## config.mk

```make
export PLATFORM = sky130hd
export DESIGN_NAME = source_code_tokenizer_unit
export DESIGN_NICKNAME = d
export VERILOG_FILES = /design/src/rtl/sct_pkg.sv /design/src/rtl/source_code_tokenizer_unit.sv
export VERILOG_INCLUDE_DIRS = /design/src /design/src/rtl
export SDC_FILE = /design/constraint.sdc
export NUM_CORES = 2
export LEC_CHECK = 0
export ABC_AREA = 0
export BUFFER_PORTS_ARGS = -buffer_cell sky130_fd_sc_hd__buf_2
export CORE_MARGIN = 5
export CORE_UTILIZATION = 47
export CTS_CLUSTER_DIAMETER = 200
export DETAILED_ROUTE_END_ITERATION = 8
export GPL_TIMING_DRIVEN = 0
export HOLD_SLACK_MARGIN = 0.15
export PLACE_DENSITY = 0.73
export SLEW_MARGIN = 20
export SYNTH_ARGS = -nofsm -noshare
export SYNTH_HDL_FRONTEND = slang
export SYNTH_SLANG_ARGS = --single-unit
export TNS_END_PERCENT = 20
```

## constraint.sdc

```tcl
create_clock -name clock -period 28.2 [get_ports clock]
set_clock_uncertainty 0.15 [all_clocks]
set_input_delay 2.82 -clock clock [delete_from_list [all_inputs] [get_ports clock]]
set_output_delay 2.82 -clock clock [all_outputs]
set_load 0.02 [all_outputs]
```

## src/rtl/source_code_tokenizer_unit_assert.svh

```systemverilog
// ----------------------------------------------------------------------------
// Assertion macros for the source code tokenizer
// Implication checks on the rising clock edge, masked while reset is high.
// ----------------------------------------------------------------------------
`ifndef SOURCE_CODE_TOKENIZER_UNIT_ASSERT_SVH
`define SOURCE_CODE_TOKENIZER_UNIT_ASSERT_SVH

// Same-cycle implication.
`define SCT_ASSERT_NOW(label, clk, rst, ante, cons) \
   label: assert property (@(posedge clk) disable iff (rst) (ante) |-> (cons)) \
      else $error("tokenizer same-cycle check failed");

// Next-cycle implication.
`define SCT_ASSERT_NEXT(label, clk, rst, ante, cons) \
   label: assert property (@(posedge clk) disable iff (rst) (ante) |=> (cons)) \
      else $error("tokenizer next-cycle check failed");

`endif

```

## src/rtl/sct_pkg.sv

```systemverilog
// ----------------------------------------------------------------------------
// sct_pkg
// Token kinds, scan modes, character tables and the keyword list.
// ----------------------------------------------------------------------------
`default_nettype none

package sct_pkg;

   localparam logic [6:0] K_OP0     = 7'd13;
   localparam logic [6:0] K_SLASH   = 7'd26;
   localparam logic [6:0] K_QQ      = 7'd47;
   localparam logic [6:0] K_QQEQ    = 7'd48;
   localparam logic [6:0] K_KW0     = 7'd49;
   localparam logic [6:0] K_IDENT   = 7'd79;
   localparam logic [6:0] K_INT     = 7'd80;
   localparam logic [6:0] K_FLOAT   = 7'd81;
   localparam logic [6:0] K_STRING  = 7'd82;
   localparam logic [6:0] K_COMMENT = 7'd83;
   localparam logic [6:0] K_ERROR   = 7'd84;
   localparam logic [6:0] K_EOF     = 7'd85;

   localparam int KW_COUNT = 30;
   localparam int KW_CHARS = 11;
   localparam int FIFO_DEPTH = 4;
   localparam int FIFO_AW = $clog2(FIFO_DEPTH);

   typedef enum logic [13:0] {
      M_IDLE     = 14'h0001,
      M_OP       = 14'h0002,
      M_QQ       = 14'h0004,
      M_SLASH    = 14'h0008,
      M_IDENT    = 14'h0010,
      M_NUM_INT  = 14'h0020,
      M_NUM_FRAC = 14'h0040,
      M_STRING   = 14'h0080,
      M_LC_LEAD  = 14'h0100,
      M_LC_BODY  = 14'h0200,
      M_BC_LEAD  = 14'h0400,
      M_BC_BODY  = 14'h0800,
      M_BC_SLASH = 14'h1000,
      M_BC_STAR  = 14'h2000
   } mode_type;

   typedef struct packed {
      logic [6:0]  kind;
      logic [15:0] start;
      logic [15:0] len;
      logic [15:0] line;
      logic [15:0] col;
      logic        last;
   } token_type;

   localparam logic [7:0] SINGLE_CHARS [13] = '{
      "#", "@", "~", ";", "(", ")", "[", "]", "{", "}", "$", ",", "."};
   localparam logic [7:0] OP_CHARS [16] = '{
      "=", ":", "+", "-", "*", ">", "<", "^", "&", "|", "%", "!", "?",
      8'h00, 8'h00, 8'h00};
   localparam logic [6:0] OP_DOUBLE [16] = '{
      7'd27, 7'd28, 7'd30, 7'd32, 7'd34, 7'd36, 7'd38, 7'd0,
      7'd41, 7'd43, 7'd0, 7'd0, 7'd0, 7'd0, 7'd0, 7'd0};
   localparam logic [6:0] OP_EQUAL [16] = '{
      7'd0, 7'd29, 7'd31, 7'd33, 7'd35, 7'd37, 7'd39, 7'd40,
      7'd42, 7'd44, 7'd45, 7'd46, 7'd0, 7'd0, 7'd0, 7'd0};
   localparam logic [3:0] OP_QUESTION = 4'd12;

   // Keyword text, right aligned: the last letter sits in bits 7:0.
   localparam logic [8*KW_CHARS-1:0] KW_TEXT [KW_COUNT] = '{
      "if", "else", "while", "for", "unless", "break", "continue",
      "fallthrough", "struct", "enum", "as", "mut", "module", "use", "func",
      "return", "impl", "trait", "and", "or", "true", "false", "nil",
      "println", "switch", "case", "default", "defer", "union", "const"};
   localparam logic [3:0] KW_LEN [KW_COUNT] = '{
      4'd2, 4'd4, 4'd5, 4'd3, 4'd6, 4'd5, 4'd8, 4'd11, 4'd6, 4'd4,
      4'd2, 4'd3, 4'd6, 4'd3, 4'd4, 4'd6, 4'd4, 4'd5, 4'd3, 4'd2,
      4'd4, 4'd5, 4'd3, 4'd7, 4'd6, 4'd4, 4'd7, 4'd5, 4'd5, 4'd5};

   function automatic logic is_space(logic [7:0] c);
      return (c == 8'h20) || (c >= 8'h09 && c <= 8'h0d);
   endfunction

   function automatic logic is_digit(logic [7:0] c);
      return c >= "0" && c <= "9";
   endfunction

   function automatic logic is_alpha(logic [7:0] c);
      return (c >= "a" && c <= "z") || (c >= "A" && c <= "Z");
   endfunction

   // Bit 4 flags a hit, bits 3:0 give the table index.
   function automatic logic [4:0] single_index(logic [7:0] c);
      logic [4:0] r;
      r = '0;
      for (int i = 12; i >= 0; i--) begin
         if (SINGLE_CHARS[i] == c) r = {1'b1, 4'(i)};
      end
      return r;
   endfunction

   function automatic logic [4:0] op_index(logic [7:0] c);
      logic [4:0] r;
      r = '0;
      for (int i = 12; i >= 0; i--) begin
         if (OP_CHARS[i] == c) r = {1'b1, 4'(i)};
      end
      return r;
   endfunction

endpackage

`default_nettype wire

```

## src/rtl/source_code_tokenizer_unit.sv

```systemverilog
// ----------------------------------------------------------------------------
// source_code_tokenizer_unit
// Maximal-munch lexer: one source byte in per word, tokens out per word.
// ----------------------------------------------------------------------------
// Feed source text one byte per req word (tlast marks the final byte; a zero
// byte also ends the text). Each byte is scanned in the cycle it is taken, and
// the tokens it completes (none, one, two or three) land in a four-word result
// queue; rsp_tlast marks the last token caused by that byte. A byte is taken
// every cycle while the queue holds at most one word, so a byte-per-cycle
// stream runs at full rate as long as the consumer takes one token per cycle;
// a byte that completes several tokens holds the input while the single-word
// output port drains the queue back to one word. After end-of-file the
// scanner returns to its reset state and the next byte opens a new text at
// offset zero, line zero. Offsets, lengths, lines and columns saturate.
`default_nettype none
`include "source_code_tokenizer_unit_assert.svh"

module source_code_tokenizer_unit
   import sct_pkg::*;
#(
   parameter int POSITION_WIDTH  = 16,
   parameter int MAX_NESTING     = 15,
   parameter int KEYWORD_MAX_LEN = 11
) (
   input  wire logic        clock,
   input  wire logic        reset,
   input  wire logic        req_tvalid,
   output logic             req_tready,
   input  wire logic [7:0]  req_tdata,   // [7:0] data_byte
   input  wire logic        req_tlast,   // end_of_input
   output logic             rsp_tvalid,
   input  wire logic        rsp_tready,
   output logic [71:0]      rsp_tdata,   // [6:0] token_kind, [22:7] start_offset,
                                         // [38:23] token_length, [54:39] line_number,
                                         // [70:55] column_number, [71] zero
   output logic             rsp_tlast    // last_of_run
);

   localparam int DW  = $clog2(MAX_NESTING + 1);
   localparam int WLW = $clog2(KEYWORD_MAX_LEN + 2);
   localparam int BW  = $clog2(KEYWORD_MAX_LEN);

   typedef logic [POSITION_WIDTH-1:0] pos_type;

   typedef struct packed {
      mode_type                         mode;
      pos_type                          pos;
      pos_type                          line;
      pos_type                          lstart;
      pos_type                          pstart;
      pos_type                          pline;
      pos_type                          pcol;
      pos_type                          lend;
      logic                             pfloat;
      logic [3:0]                       op_idx;
      logic [KEYWORD_MAX_LEN-1:0][7:0]  wbuf;
      logic [WLW-1:0]                   wlen;
      logic [DW-1:0]                    depth;
      logic                             esc;
   } scan_type;

   typedef struct packed {
      scan_type  s;
      logic      ev;
      token_type tk;
      logic      again;
   } pass_type;

   typedef struct packed {
      logic      pv;
      token_type pend;
      token_type eof;
   } fin_type;

   // ---------------------------------------------------------------- helpers
   function automatic pos_type sat_inc(pos_type v);
      return (&v) ? v : v + pos_type'(1);
   endfunction

   function automatic pos_type diff(pos_type a, pos_type b);
      return (a >= b) ? a - b : '0;
   endfunction

   function automatic pos_type col_of(pos_type p, scan_type s);
      return sat_inc(diff(p, s.lstart));
   endfunction

   function automatic logic [15:0] to16(pos_type v);
      logic [POSITION_WIDTH+15:0] w;
      w = {16'b0, v};
      return w[15:0];
   endfunction

   function automatic token_type mk(logic [6:0] kind, pos_type start, pos_type len,
                                    pos_type line, pos_type col);
      token_type t;
      t.kind  = kind;
      t.start = to16(start);
      t.len   = to16(len);
      t.line  = to16(line);
      t.col   = to16(col);
      t.last  = 1'b0;
      return t;
   endfunction

   function automatic token_type mk_pend(scan_type s, logic [6:0] kind, pos_type len);
      return mk(kind, s.pstart, len, s.pline, s.pcol);
   endfunction

   function automatic scan_type rst_state();
      scan_type s;
      s      = '0;
      s.mode = M_IDLE;
      s.pcol = pos_type'(1);
      return s;
   endfunction

   // Exact keyword match against the word buffer.
   function automatic logic [6:0] word_kind(scan_type s);
      logic [6:0] k;
      logic       hit;
      logic       eq;
      int         sh;
      k   = K_IDENT;
      hit = 1'b0;
      if (s.wlen <= WLW'(KEYWORD_MAX_LEN)) begin
         for (int i = 0; i < KW_COUNT; i++) begin
            eq = (s.wlen == WLW'(KW_LEN[i]));
            for (int j = 0; j < KW_CHARS; j++) begin
               sh = 8 * (int'(KW_LEN[i]) - 1 - j);
               if (j < int'(KW_LEN[i]) && s.wbuf[j] != KW_TEXT[i][sh +: 8]) eq = 1'b0;
            end
            if (eq && !hit) begin
               hit = 1'b1;
               k   = K_KW0 + 7'(i);
            end
         end
      end
      return k;
   endfunction

   function automatic logic [6:0] num_kind(scan_type s);
      return s.pfloat ? K_FLOAT : K_INT;
   endfunction

   // One scan pass over byte c; again asks for a rescan in the mode the pass left.
   function automatic pass_type handle(scan_type s, logic [7:0] c);
      pass_type   r;
      logic [4:0] si;
      logic [4:0] oi;
      pos_type    p;
      p       = s.pos;
      si      = single_index(c);
      oi      = op_index(c);
      r.s     = s;
      r.ev    = 1'b0;
      r.tk    = '0;
      r.again = 1'b0;
      unique case (s.mode)
         M_OP: begin
            r.s.mode = M_IDLE;
            if (s.op_idx == OP_QUESTION && c == "?") begin
               r.s.mode = M_QQ;
            end else if (c == OP_CHARS[s.op_idx] && OP_DOUBLE[s.op_idx] != 7'd0) begin
               r.ev = 1'b1;
               r.tk = mk_pend(s, OP_DOUBLE[s.op_idx], pos_type'(2));
            end else if (c == "=" && OP_EQUAL[s.op_idx] != 7'd0) begin
               r.ev = 1'b1;
               r.tk = mk_pend(s, OP_EQUAL[s.op_idx], pos_type'(2));
            end else begin
               r.ev    = 1'b1;
               r.tk    = mk_pend(s, K_OP0 + {3'b0, s.op_idx}, pos_type'(1));
               r.again = 1'b1;
            end
         end
         M_QQ: begin
            r.s.mode = M_IDLE;
            r.ev     = 1'b1;
            if (c == "=") begin
               r.tk = mk_pend(s, K_QQEQ, pos_type'(3));
            end else begin
               r.tk    = mk_pend(s, K_QQ, pos_type'(2));
               r.again = 1'b1;
            end
         end
         M_SLASH: begin
            if (c == "/") begin
               r.s.mode = M_LC_LEAD;
            end else if (c == "*") begin
               r.s.mode  = M_BC_LEAD;
               r.s.depth = DW'(1);
            end else begin
               r.s.mode = M_IDLE;
               r.ev     = 1'b1;
               r.tk     = mk_pend(s, K_SLASH, pos_type'(1));
               r.again  = 1'b1;
            end
         end
         M_IDENT: begin
            if (is_alpha(c) || is_digit(c) || c == "_") begin
               if (s.wlen < WLW'(KEYWORD_MAX_LEN)) r.s.wbuf[s.wlen[BW-1:0]] = c;
               if (s.wlen <= WLW'(KEYWORD_MAX_LEN)) r.s.wlen = s.wlen + WLW'(1);
            end else begin
               r.s.mode = M_IDLE;
               r.ev     = 1'b1;
               r.tk     = mk_pend(s, word_kind(s), diff(p, s.pstart));
               r.again  = 1'b1;
            end
         end
         M_NUM_INT: begin
            if (is_digit(c)) begin
               r.s.mode = M_NUM_INT;
            end else if (c == "x" || c == "b" || c == "o" || c == ".") begin
               r.s.pfloat = (c == ".");
               r.s.mode   = M_NUM_FRAC;
            end else begin
               r.s.mode = M_IDLE;
               r.ev     = 1'b1;
               r.tk     = mk_pend(s, num_kind(s), diff(p, s.pstart));
               r.again  = 1'b1;
            end
         end
         M_NUM_FRAC: begin
            if (!is_digit(c)) begin
               r.s.mode = M_IDLE;
               r.ev     = 1'b1;
               r.tk     = mk_pend(s, num_kind(s), diff(p, s.pstart));
               r.again  = 1'b1;
            end
         end
         M_STRING: begin
            if (s.esc) begin
               r.s.esc = 1'b0;
            end else if (c == "\\") begin
               r.s.esc = 1'b1;
            end else if (c == "\"") begin
               r.s.mode = M_IDLE;
               r.ev     = 1'b1;
               r.tk     = mk_pend(s, K_STRING, diff(p, s.pstart));
            end
         end
         M_LC_LEAD: begin
            if (c == "\n") begin
               r.s.pstart = p;
               r.s.lend   = p;
               r.s.mode   = M_IDLE;
               r.ev       = 1'b1;
               r.tk       = mk_pend(r.s, K_COMMENT, '0);
            end else if (!is_space(c)) begin
               r.s.pstart = p;
               r.s.lend   = sat_inc(p);
               r.s.mode   = M_LC_BODY;
            end
         end
         M_LC_BODY: begin
            if (c == "\n") begin
               r.s.mode = M_IDLE;
               r.ev     = 1'b1;
               r.tk     = mk_pend(s, K_COMMENT, diff(s.lend, s.pstart));
            end else if (!is_space(c)) begin
               r.s.lend = sat_inc(p);
            end
         end
         M_BC_LEAD: begin
            if (!is_space(c)) begin
               r.s.pstart = p;
               r.s.lend   = p;
               r.s.mode   = M_BC_BODY;
               r.again    = 1'b1;
            end
         end
         M_BC_BODY: begin
            if (c == "/") begin
               r.s.lend = sat_inc(p);
               r.s.mode = M_BC_SLASH;
            end else if (c == "*") begin
               r.s.mode = M_BC_STAR;
            end else if (!is_space(c)) begin
               r.s.lend = sat_inc(p);
            end
         end
         M_BC_SLASH: begin
            r.s.mode = M_BC_BODY;
            if (c == "*") begin
               if (s.depth < DW'(MAX_NESTING)) r.s.depth = s.depth + DW'(1);
               r.s.lend = sat_inc(p);
            end else begin
               r.again = 1'b1;
            end
         end
         M_BC_STAR: begin
            if (c == "/") begin
               if (s.depth <= DW'(1)) begin
                  r.s.depth = '0;
                  r.s.mode  = M_IDLE;
                  r.ev      = 1'b1;
                  r.tk      = mk_pend(s, K_COMMENT, diff(s.lend, s.pstart));
               end else begin
                  r.s.depth = s.depth - DW'(1);
                  r.s.lend  = sat_inc(p);
                  r.s.mode  = M_BC_BODY;
               end
            end else begin
               r.s.lend = p;
               r.s.mode = M_BC_BODY;
               r.again  = 1'b1;
            end
         end
         default: begin
            // Idle: skip whitespace, open a token or emit a one-byte one.
            r.s.mode = M_IDLE;
            if (is_space(c)) begin
               r.s.mode = M_IDLE;
            end else if (si[4]) begin
               r.ev = 1'b1;
               r.tk = mk({3'b0, si[3:0]}, p, pos_type'(1), s.line, col_of(p, s));
            end else begin
               r.s.pstart = p;
               r.s.pline  = s.line;
               r.s.pcol   = col_of(p, s);
               if (oi[4]) begin
                  r.s.op_idx = oi[3:0];
                  r.s.mode   = M_OP;
               end else if (c == "/") begin
                  r.s.mode = M_SLASH;
               end else if (c == "\"") begin
                  r.s.pstart = sat_inc(p);
                  r.s.esc    = 1'b0;
                  r.s.mode   = M_STRING;
               end else if (is_alpha(c) || c == "_") begin
                  r.s.wbuf[0] = c;
                  r.s.wlen    = WLW'(1);
                  r.s.mode    = M_IDENT;
               end else if (is_digit(c)) begin
                  r.s.pfloat = 1'b0;
                  r.s.mode   = M_NUM_INT;
               end else begin
                  r.ev = 1'b1;
                  r.tk = mk(K_ERROR, p, pos_type'(1), s.line, col_of(p, s));
               end
            end
         end
      endcase
      return r;
   endfunction

   // Flush the open token at end of text and build the end-of-file token.
   function automatic fin_type finish(scan_type s);
      fin_type f;
      pos_type q;
      q      = s.pos;
      f.pv   = 1'b1;
      f.pend = '0;
      unique case (s.mode)
         M_OP:       f.pend = mk_pend(s, K_OP0 + {3'b0, s.op_idx}, pos_type'(1));
         M_QQ:       f.pend = mk_pend(s, K_QQ, pos_type'(2));
         M_SLASH:    f.pend = mk_pend(s, K_SLASH, pos_type'(1));
         M_IDENT:    f.pend = mk_pend(s, word_kind(s), diff(q, s.pstart));
         M_NUM_INT,
         M_NUM_FRAC: f.pend = mk_pend(s, num_kind(s), diff(q, s.pstart));
         M_STRING:   f.pend = mk_pend(s, K_STRING, diff(q, s.pstart));
         M_LC_LEAD,
         M_BC_LEAD:  f.pend = mk(K_COMMENT, q, '0, s.pline, s.pcol);
         M_BC_STAR:  f.pend = mk_pend(s, K_COMMENT, diff(q, s.pstart));
         M_LC_BODY,
         M_BC_BODY,
         M_BC_SLASH: f.pend = mk_pend(s, K_COMMENT, diff(s.lend, s.pstart));
         default:    f.pv   = 1'b0;
      endcase
      f.eof = mk(K_EOF, q, '0, s.line, col_of(q, s));
      return f;
   endfunction

   // ---------------------------------------------------------------- datapath
   scan_type              st_ff, st_in;
   token_type             fifo_ff [FIFO_DEPTH];
   logic [FIFO_AW-1:0]    rd_ff, wr_ff;
   logic [FIFO_AW:0]      cnt_ff, cnt_in;

   logic [7:0]  c;
   logic        eoi;
   logic        accept, pop, ends;
   pass_type    p1, p2;
   scan_type    s_h, s_u, s_fin;
   fin_type     fin;
   logic        cv [4];
   token_type   ct [4];
   token_type   outs [4];
   logic [1:0]  n;

   assign c      = req_tdata;
   assign eoi    = req_tlast;
   assign ends   = (c == 8'h00) || eoi;
   assign accept = req_tvalid && req_tready;
   assign pop    = rsp_tvalid && rsp_tready;

   // Room for the largest burst a byte can cause.
   assign req_tready = cnt_ff <= (FIFO_AW+1)'(FIFO_DEPTH - 3);
   assign rsp_tvalid = cnt_ff != '0;
   assign rsp_tdata  = {1'b0, fifo_ff[rd_ff].col, fifo_ff[rd_ff].line,
                        fifo_ff[rd_ff].len, fifo_ff[rd_ff].start, fifo_ff[rd_ff].kind};
   assign rsp_tlast  = fifo_ff[rd_ff].last;

   always_comb begin
      // First pass, then at most one rescan in the mode the first pass left.
      p1  = handle(st_ff, c);
      p2  = handle(p1.s, c);
      s_h = p1.again ? p2.s : p1.s;

      // Advance position and line bookkeeping.
      s_u     = s_h;
      s_u.pos = sat_inc(st_ff.pos);
      if (c == "\n") begin
         s_u.line   = sat_inc(st_ff.line);
         s_u.lstart = s_u.pos;
      end

      s_fin = (c == 8'h00) ? st_ff : s_u;
      fin   = finish(s_fin);

      cv[0] = (c != 8'h00) && p1.ev;
      ct[0] = p1.tk;
      cv[1] = (c != 8'h00) && p1.again && p2.ev;
      ct[1] = p2.tk;
      cv[2] = ends && fin.pv;
      ct[2] = fin.pend;
      cv[3] = ends;
      ct[3] = fin.eof;

      st_in = ends ? rst_state() : s_u;
   end

   // Pack the produced tokens in order and tag the last one.
   always_comb begin
      n = '0;
      for (int i = 0; i < 4; i++) outs[i] = '0;
      for (int i = 0; i < 4; i++) begin
         if (cv[i] && n != 2'd3) begin
            outs[n] = ct[i];
            n       = n + 2'd1;
         end
      end
      if (n != '0) outs[n - 2'd1].last = 1'b1;
   end

   always_comb begin
      cnt_in = cnt_ff - {{FIFO_AW{1'b0}}, pop};
      if (accept) cnt_in = cnt_in + (FIFO_AW+1)'(n);
   end

   always_ff @(posedge clock) begin
      if (reset) begin
         st_ff  <= rst_state();
         rd_ff  <= '0;
         wr_ff  <= '0;
         cnt_ff <= '0;
      end else begin
         if (accept) begin
            st_ff <= st_in;
            wr_ff <= wr_ff + FIFO_AW'(n);
         end
         if (pop) rd_ff <= rd_ff + FIFO_AW'(1);
         cnt_ff <= cnt_in;
      end
   end

   // Result queue payload: write the burst at consecutive slots.
   always_ff @(posedge clock) begin
      for (int i = 0; i < 3; i++) begin
         if (accept && 2'(i) < n) fifo_ff[wr_ff + FIFO_AW'(i)] <= outs[i];
      end
   end

   // ---------------------------------------------------------------- checks
   `SCT_ASSERT_NOW(a_queue_bound, clock, reset, 1'b1, cnt_ff <= (FIFO_AW+1)'(FIFO_DEPTH))
   `SCT_ASSERT_NOW(a_idle_depth, clock, reset, st_ff.mode == M_IDLE, st_ff.depth == '0)
   `SCT_ASSERT_NEXT(a_eof_restart, clock, reset, accept && c == 8'h00, st_ff.mode == M_IDLE && st_ff.pos == '0)
   `SCT_ASSERT_NEXT(a_eof_queued, clock, reset, accept && ends, cnt_ff != '0)

endmodule

`default_nettype wire
```

# Yosys cells after proc, flatten, opt, wreduce, memory -nomap -nowiden
# Memory sizes are Yosys's and may differ from the RTL's. A register that Yosys moved wholly into a read port is not among the register bits.
# Index checks and enable logic that the tools add are counted.
dict set report word_totals {
  regBits 235
  ramBits 288
  mem_bits_ro 704
  input_bits 13
  output_inout_bits 75
  n_memories 7
}
dict set report op_classes {
  n_addsub 31
  n_lt_le_gt_ge 43
  n_eq_ne 343
  n_mux 1372
  n_bitwise 6
  reduce_logical 239
}
# memory words word_bits read_ports rd_ports_with_merged_regs wr line_no
set mem_list {}
lappend mem_list {fifo_ff 4 72 1 1 3 source_code_tokenizer_unit.sv:376} ;# token_type fifo_ff [FIFO_DEPTH];
lappend mem_list {{(no name shown)} 16 8 1 0 0 source_code_tokenizer_unit.sv:164} ;# end else if (c == OP_CHARS[s.op_idx] && OP_DOUBLE[s.op_idx] != 7'd0) begin
lappend mem_list {{(no name shown)} 16 8 1 0 0 source_code_tokenizer_unit.sv:164}
lappend mem_list {{(no name shown)} 16 7 1 0 0 source_code_tokenizer_unit.sv:169} ;# r.tk = mk_pend(s, OP_EQUAL[s.op_idx], pos_type'(2));
lappend mem_list {{(no name shown)} 16 7 1 0 0 source_code_tokenizer_unit.sv:166} ;# r.tk = mk_pend(s, OP_DOUBLE[s.op_idx], pos_type'(2));
lappend mem_list {{(no name shown)} 16 7 1 0 0 source_code_tokenizer_unit.sv:169}
lappend mem_list {{1 more memories} -- -- -- -- -- --}
# cell count
set ops {}
lappend ops {{$ne 8x7->1 const B} 234}
lappend ops {{$pmux 73 s11} 2}
lappend ops {{$mux 74} 20}
lappend ops {{$mux 73} 20}
lappend ops {{$bwmux 288} 4}
lappend ops {{$mux 288} 4}
lappend ops {{$mux 1} 1023}
lappend ops {{$mux 7} 102}
lappend ops {{$mux 228} 3}
lappend ops {{$pmux 72 s9} 1}
lappend ops {{$mux 16} 37}
lappend ops {{$demux 72 s2} 4}
lappend ops {{$mux 72} 7}
lappend ops {{$mux 14} 30}
lappend ops {{$pmux 14 s13} 2}
lappend ops {{$mux 48} 5}
lappend ops {{$mux 12} 16}
lappend ops {{$pmux 16 s6} 2}
lappend ops {{$mux 92} 2}
lappend ops {{$bwmux 88} 2}
lappend ops {{$mux 88} 2}
lappend ops {{$mux 80} 2}
lappend ops {{$mux 5} 30}
lappend ops {{$eq 6x8->1 const A} 18}
lappend ops {{other kinds (81)} 462}

# Logic depth before layout (Yosys ltp)
dict set report depth {
  word_depth 347
  depth_mapped 39
}

# Worst setup path after synthesis
# Ideal clock, no wire load.
dict set report synth_path {
  path_type {input port to flip-flop}
  startpoint {in req_tdata[2]}
  endpoint {mem fifo_ff[1][0] in the netlist's numbering (enable)}
  setup_ns 0.502
  arrival_time_ns 12.163
  required_ns 27.548
  setup_slack_ns 15.384
  stages 36
  n_path_buf 8
  path_cell_list {buf_2 > buf_2 > buf_1 > inv_1 > a31oi_1 > o21ai_0 > nor3_1 > nor2_1 > mux2_2 > inv_1 > ha_1 > nand3_1 > o21ai_0 > and2_1 > nand2_1 > nor2_1 > nor3_1 > clkbuf_1 > ha_1 > clkbuf_1 > o2111ai_1 > clkbuf_1 > o21ai_0 > inv_1 > ha_1 > inv_1 > or3_1 > a211oi_1 > a211oi_1 > and3_1 > buf_2 > buf_4 > inv_2 > nand2_1 > maj3_1 > nor2_1}
}
# element line_no
set synth_lines {}
lappend synth_lines {{start: declaration} source_code_tokenizer_unit.sv:29} ;# input wire logic [7:0] req_tdata,
lappend synth_lines {{end: declaration} source_code_tokenizer_unit.sv:376}

==> run metrics <==
clk sinks 525; Net Sw Power 0.000943 W; nature of the critical path endpoint register; DRC 0; 1st-iter DRT viols about 11,000; initial core utilization 47.2%; grt total ovfl 0; Yosys reg bits 525; reg-to-reg setup timing slack between 15 and 20 ns; TritonRoute pass-1 iters 8; vias post-DR 56,600; Layout area overhead 9.72%; CTS tree built; CTS Root Cell clkbuf_16; share of layout cells above drive strength 1 a little over 8%; relative slew slack 6.41%; # H-tree levels 2; Max Cap Viol 0; TNS Setup 0 ns; final hold viol count 0; CTS Buf Count 59; clk_lat worst skew 0.69 ns; Synth Flop Type edfxtp_1; post-cts resize count 0; Post-synth EDFFs between 200 and 300; post-synth net total 6,216; Combinational Power Share 31.7%; FF-to-FF path depth 33; register area share after synthesis approximately 28%; Clock power frac 32.8%; max-slew violations 0; die height about 330 µm; Sw Share 37.3%; Post-CTS Setup Bufs 0; Clock Tree Buf Depth 3; Total GRT Usage between 40% and 50%; Reg power frac between 30% and 40%; DPL Wire Length 207,000 µm; final non-filler cell total roughly 7,600; internal cell power 0.00158 W; min Tclk post-route approximately 14 ns; # hold bufs at CTS 0; ANT nets after route 0; Core Rows 116; die area 107,000 µm²; num ports slightly below 90; Yosys warning count 0; Post-Syn Area between 40,000 and 50,000 µm²; fillcell total 9,684; Hold Path Stages 2; share of flip-flops with an asynchronous set or reset 0%; Crit-path slowest cell nor2_1; Worst Setup Path Type input port to register; worst-path fanout max 22; part of the cycle the worst path needs about half; clk slew on worst S/H paths 0.06 ns; Inst Count DP 7,466; Vias/cell around 7.5; CP arrival 14.15 ns; routed len/inst around 35 µm; initial antenna violation count 13; global placement routability congestion 1.13; peak supply drop 57.7 µV; Unique masters post-synth approximately 120; Hold WC Path Type register to register; CP max stage delay 1.04 ns; Syn Inst Count 6,068; pwr/cell area 48.9 nW/µm²; final setup violating endpoints 0; WL final about 260,000 µm; P_leak ~17 nW; outcome completed; port bufs 84; required time of the critical path between 20 and 30 ns; syn_area_per_cell 7.76 µm²; fmax roughly 0.072 GHz; CP startpoint kind input port; largest net degree at the start of global routing 47; first-pass GRT wire length 366,000 µm; Least-Margin Pin Slew 1.39 ns; core footprint 99,700 µm²; most frequent CP cell buf_2; width of the die 326 µm; vias in the first global route 50,700; RSZ-0062 raised after global routing false; Final #Nets 6,377
==> synth_stat cells (all sizes together), types with 23 or more instances <==
library cell | n | area share (%)
nand2 | 760 | 6.1
nor2 | 718 | 5.8
o21ai | 405 | 4.3
clkbuf | 385 | 3.1
a21oi | 384 | 4.1
edfxtp | 288 | 18
a22oi | 253 | 4.0
dfxtp | 237 | 10
o221ai | 221 | 4.1
nor3 | 179 | 2.0
nand3 | 160 | 1.7
inv | 144 | 1.2
ha | 128 | 3.4
buf | 117 | 1.2
xnor2 | 109 | 2.0
nand4 | 94 | 1.3
a31oi | 92 | 1.2
nor4 | 79 | 1.2
o22ai | 74 | 0.98
a211oi | 73 | 1.2
mux4 | 72 | 3.4
mux2i | 69 | 1.5
and3 | 64 | 0.85
and2 | 59 | 0.78
nand2b | 57 | 0.76
nor2b | 52 | 0.69
xor2 | 49 | 0.91
o211ai | 43 | 0.69
a21o | 42 | 0.67
a221oi | 40 | 0.74
o21a | 39 | 0.62
or3 | 36 | 0.48
a2111oi | 33 | 0.65
a32oi | 29 | 0.56
a22o | 27 | 0.50
a221o | 25 | 0.53
mux2 | 25 | 0.60
and4 | 23 | 0.43
==> power groups by stage <==
stage	Combinational, W	Sequential, W	Clock (W)
floorplan	0.000470	0.000908	0
global placement	0.000755	0.000915	0
detailed placement	0.000771	0.000912	0
CTS	0.000774	0.000896	0.000826
global route	0.000825	0.000899	0.000854
finish	0.000800	0.000896	0.000829
==> kinds of logic after synthesis <==
family	synth area share (%)
xor gates and xnor gates	2.94
DFF	28.5
and+or+nand+nor	24.9
buffers and inverters	5.46
other	0.00797
AOI/OAI and AO/OA	29.0
muxes	5.51
adders and majority gates	3.74
==> per-stage QoR <==
stage	utilization, %	hold slack [ns]	worst slack (ns)	total power, W	area [µm²]
after floorplan	-	0.300	15.38	0.00138	47100
after global placement	49.2	0.318	9.68	0.00167	49100
after detailed placement	49.7	0.331	14.18	0.00168	49500
after CTS	51.7	0.345	14.86	0.00250	51600
after global routing	51.8	0.372	14.32	0.00258	51600
final	51.8	0.341	14.27	0.00253	51600
==> path summary, 6_finish.rpt <==
path / startpoint / to
hold / removal: st_ff[55] / st_ff[55]
hold reg to reg: st_ff[55] / st_ff[55]
setup / recovery: req_tdata[1] / fifo_ff[3][66]
setup reg to reg: p1[277] / fifo_ff[1][33]
==> critical path: cells and delay by family <==
family / cells / cell delay [ns]
simple gates: 10 / 5.60
fa+ha+maj: 3 / 1.09
buf+inv: 13 / 3.20
compound gates: 6 / 1.38
==> sequential cells by signal (all words and copies together) (netlist names), named ones only <==
name and flops:
p1 48, st_ff 180, rd_ff 2, fifo_ff 288, wr_ff 2, cnt_ff 3
==> cell type report <==
type / instances / area [µm²] / area share (%)
multi-input cells: 4895 / 31300 / 60.6
flip-flops and latches: 525 / 13400 / 25.9
plain buffers: 502 / 2030 / 3.93
well taps: 1298 / 1620 / 3.15
clock buffers: 71 / 1600 / 3.10
repair buffers: 100 / 686 / 1.33
inverters: 146 / 551 / 1.07
clock inverters: 40 / 440 / 0.853
diodes: 9 / 22.5 / 0.0436
==> cell usage in the layout (no fill, tap or decap), types with 74 or more instances in the layout <==
cell,count
ha_1,128
nor3_1,162
nand4_1,93
edfxtp_1,288
nor2_1,703
a31oi_1,91
nand3_1,160
o21ai_0,344
inv_1,140
clkbuf_1,383
o22ai_1,74
dfxtp_1,237
a21oi_1,381
xnor2_1,108
nand2_1,759
a22oi_1,253
o221ai_1,220
buf_2,161
==> layer usage <==
layer / up-vias / GRT usage, % / part of all wire [%]
met5: - / 0.589 / 0.043
met4: 4 / 24.4 / 7.0
met3: 1097 / 13.7 / 15
met2: 5162 / 67.2 / 41
met1: 26800 / 62.5 / 38
li1: 23500 / - / -
Power figures use the tool's default switching activity.
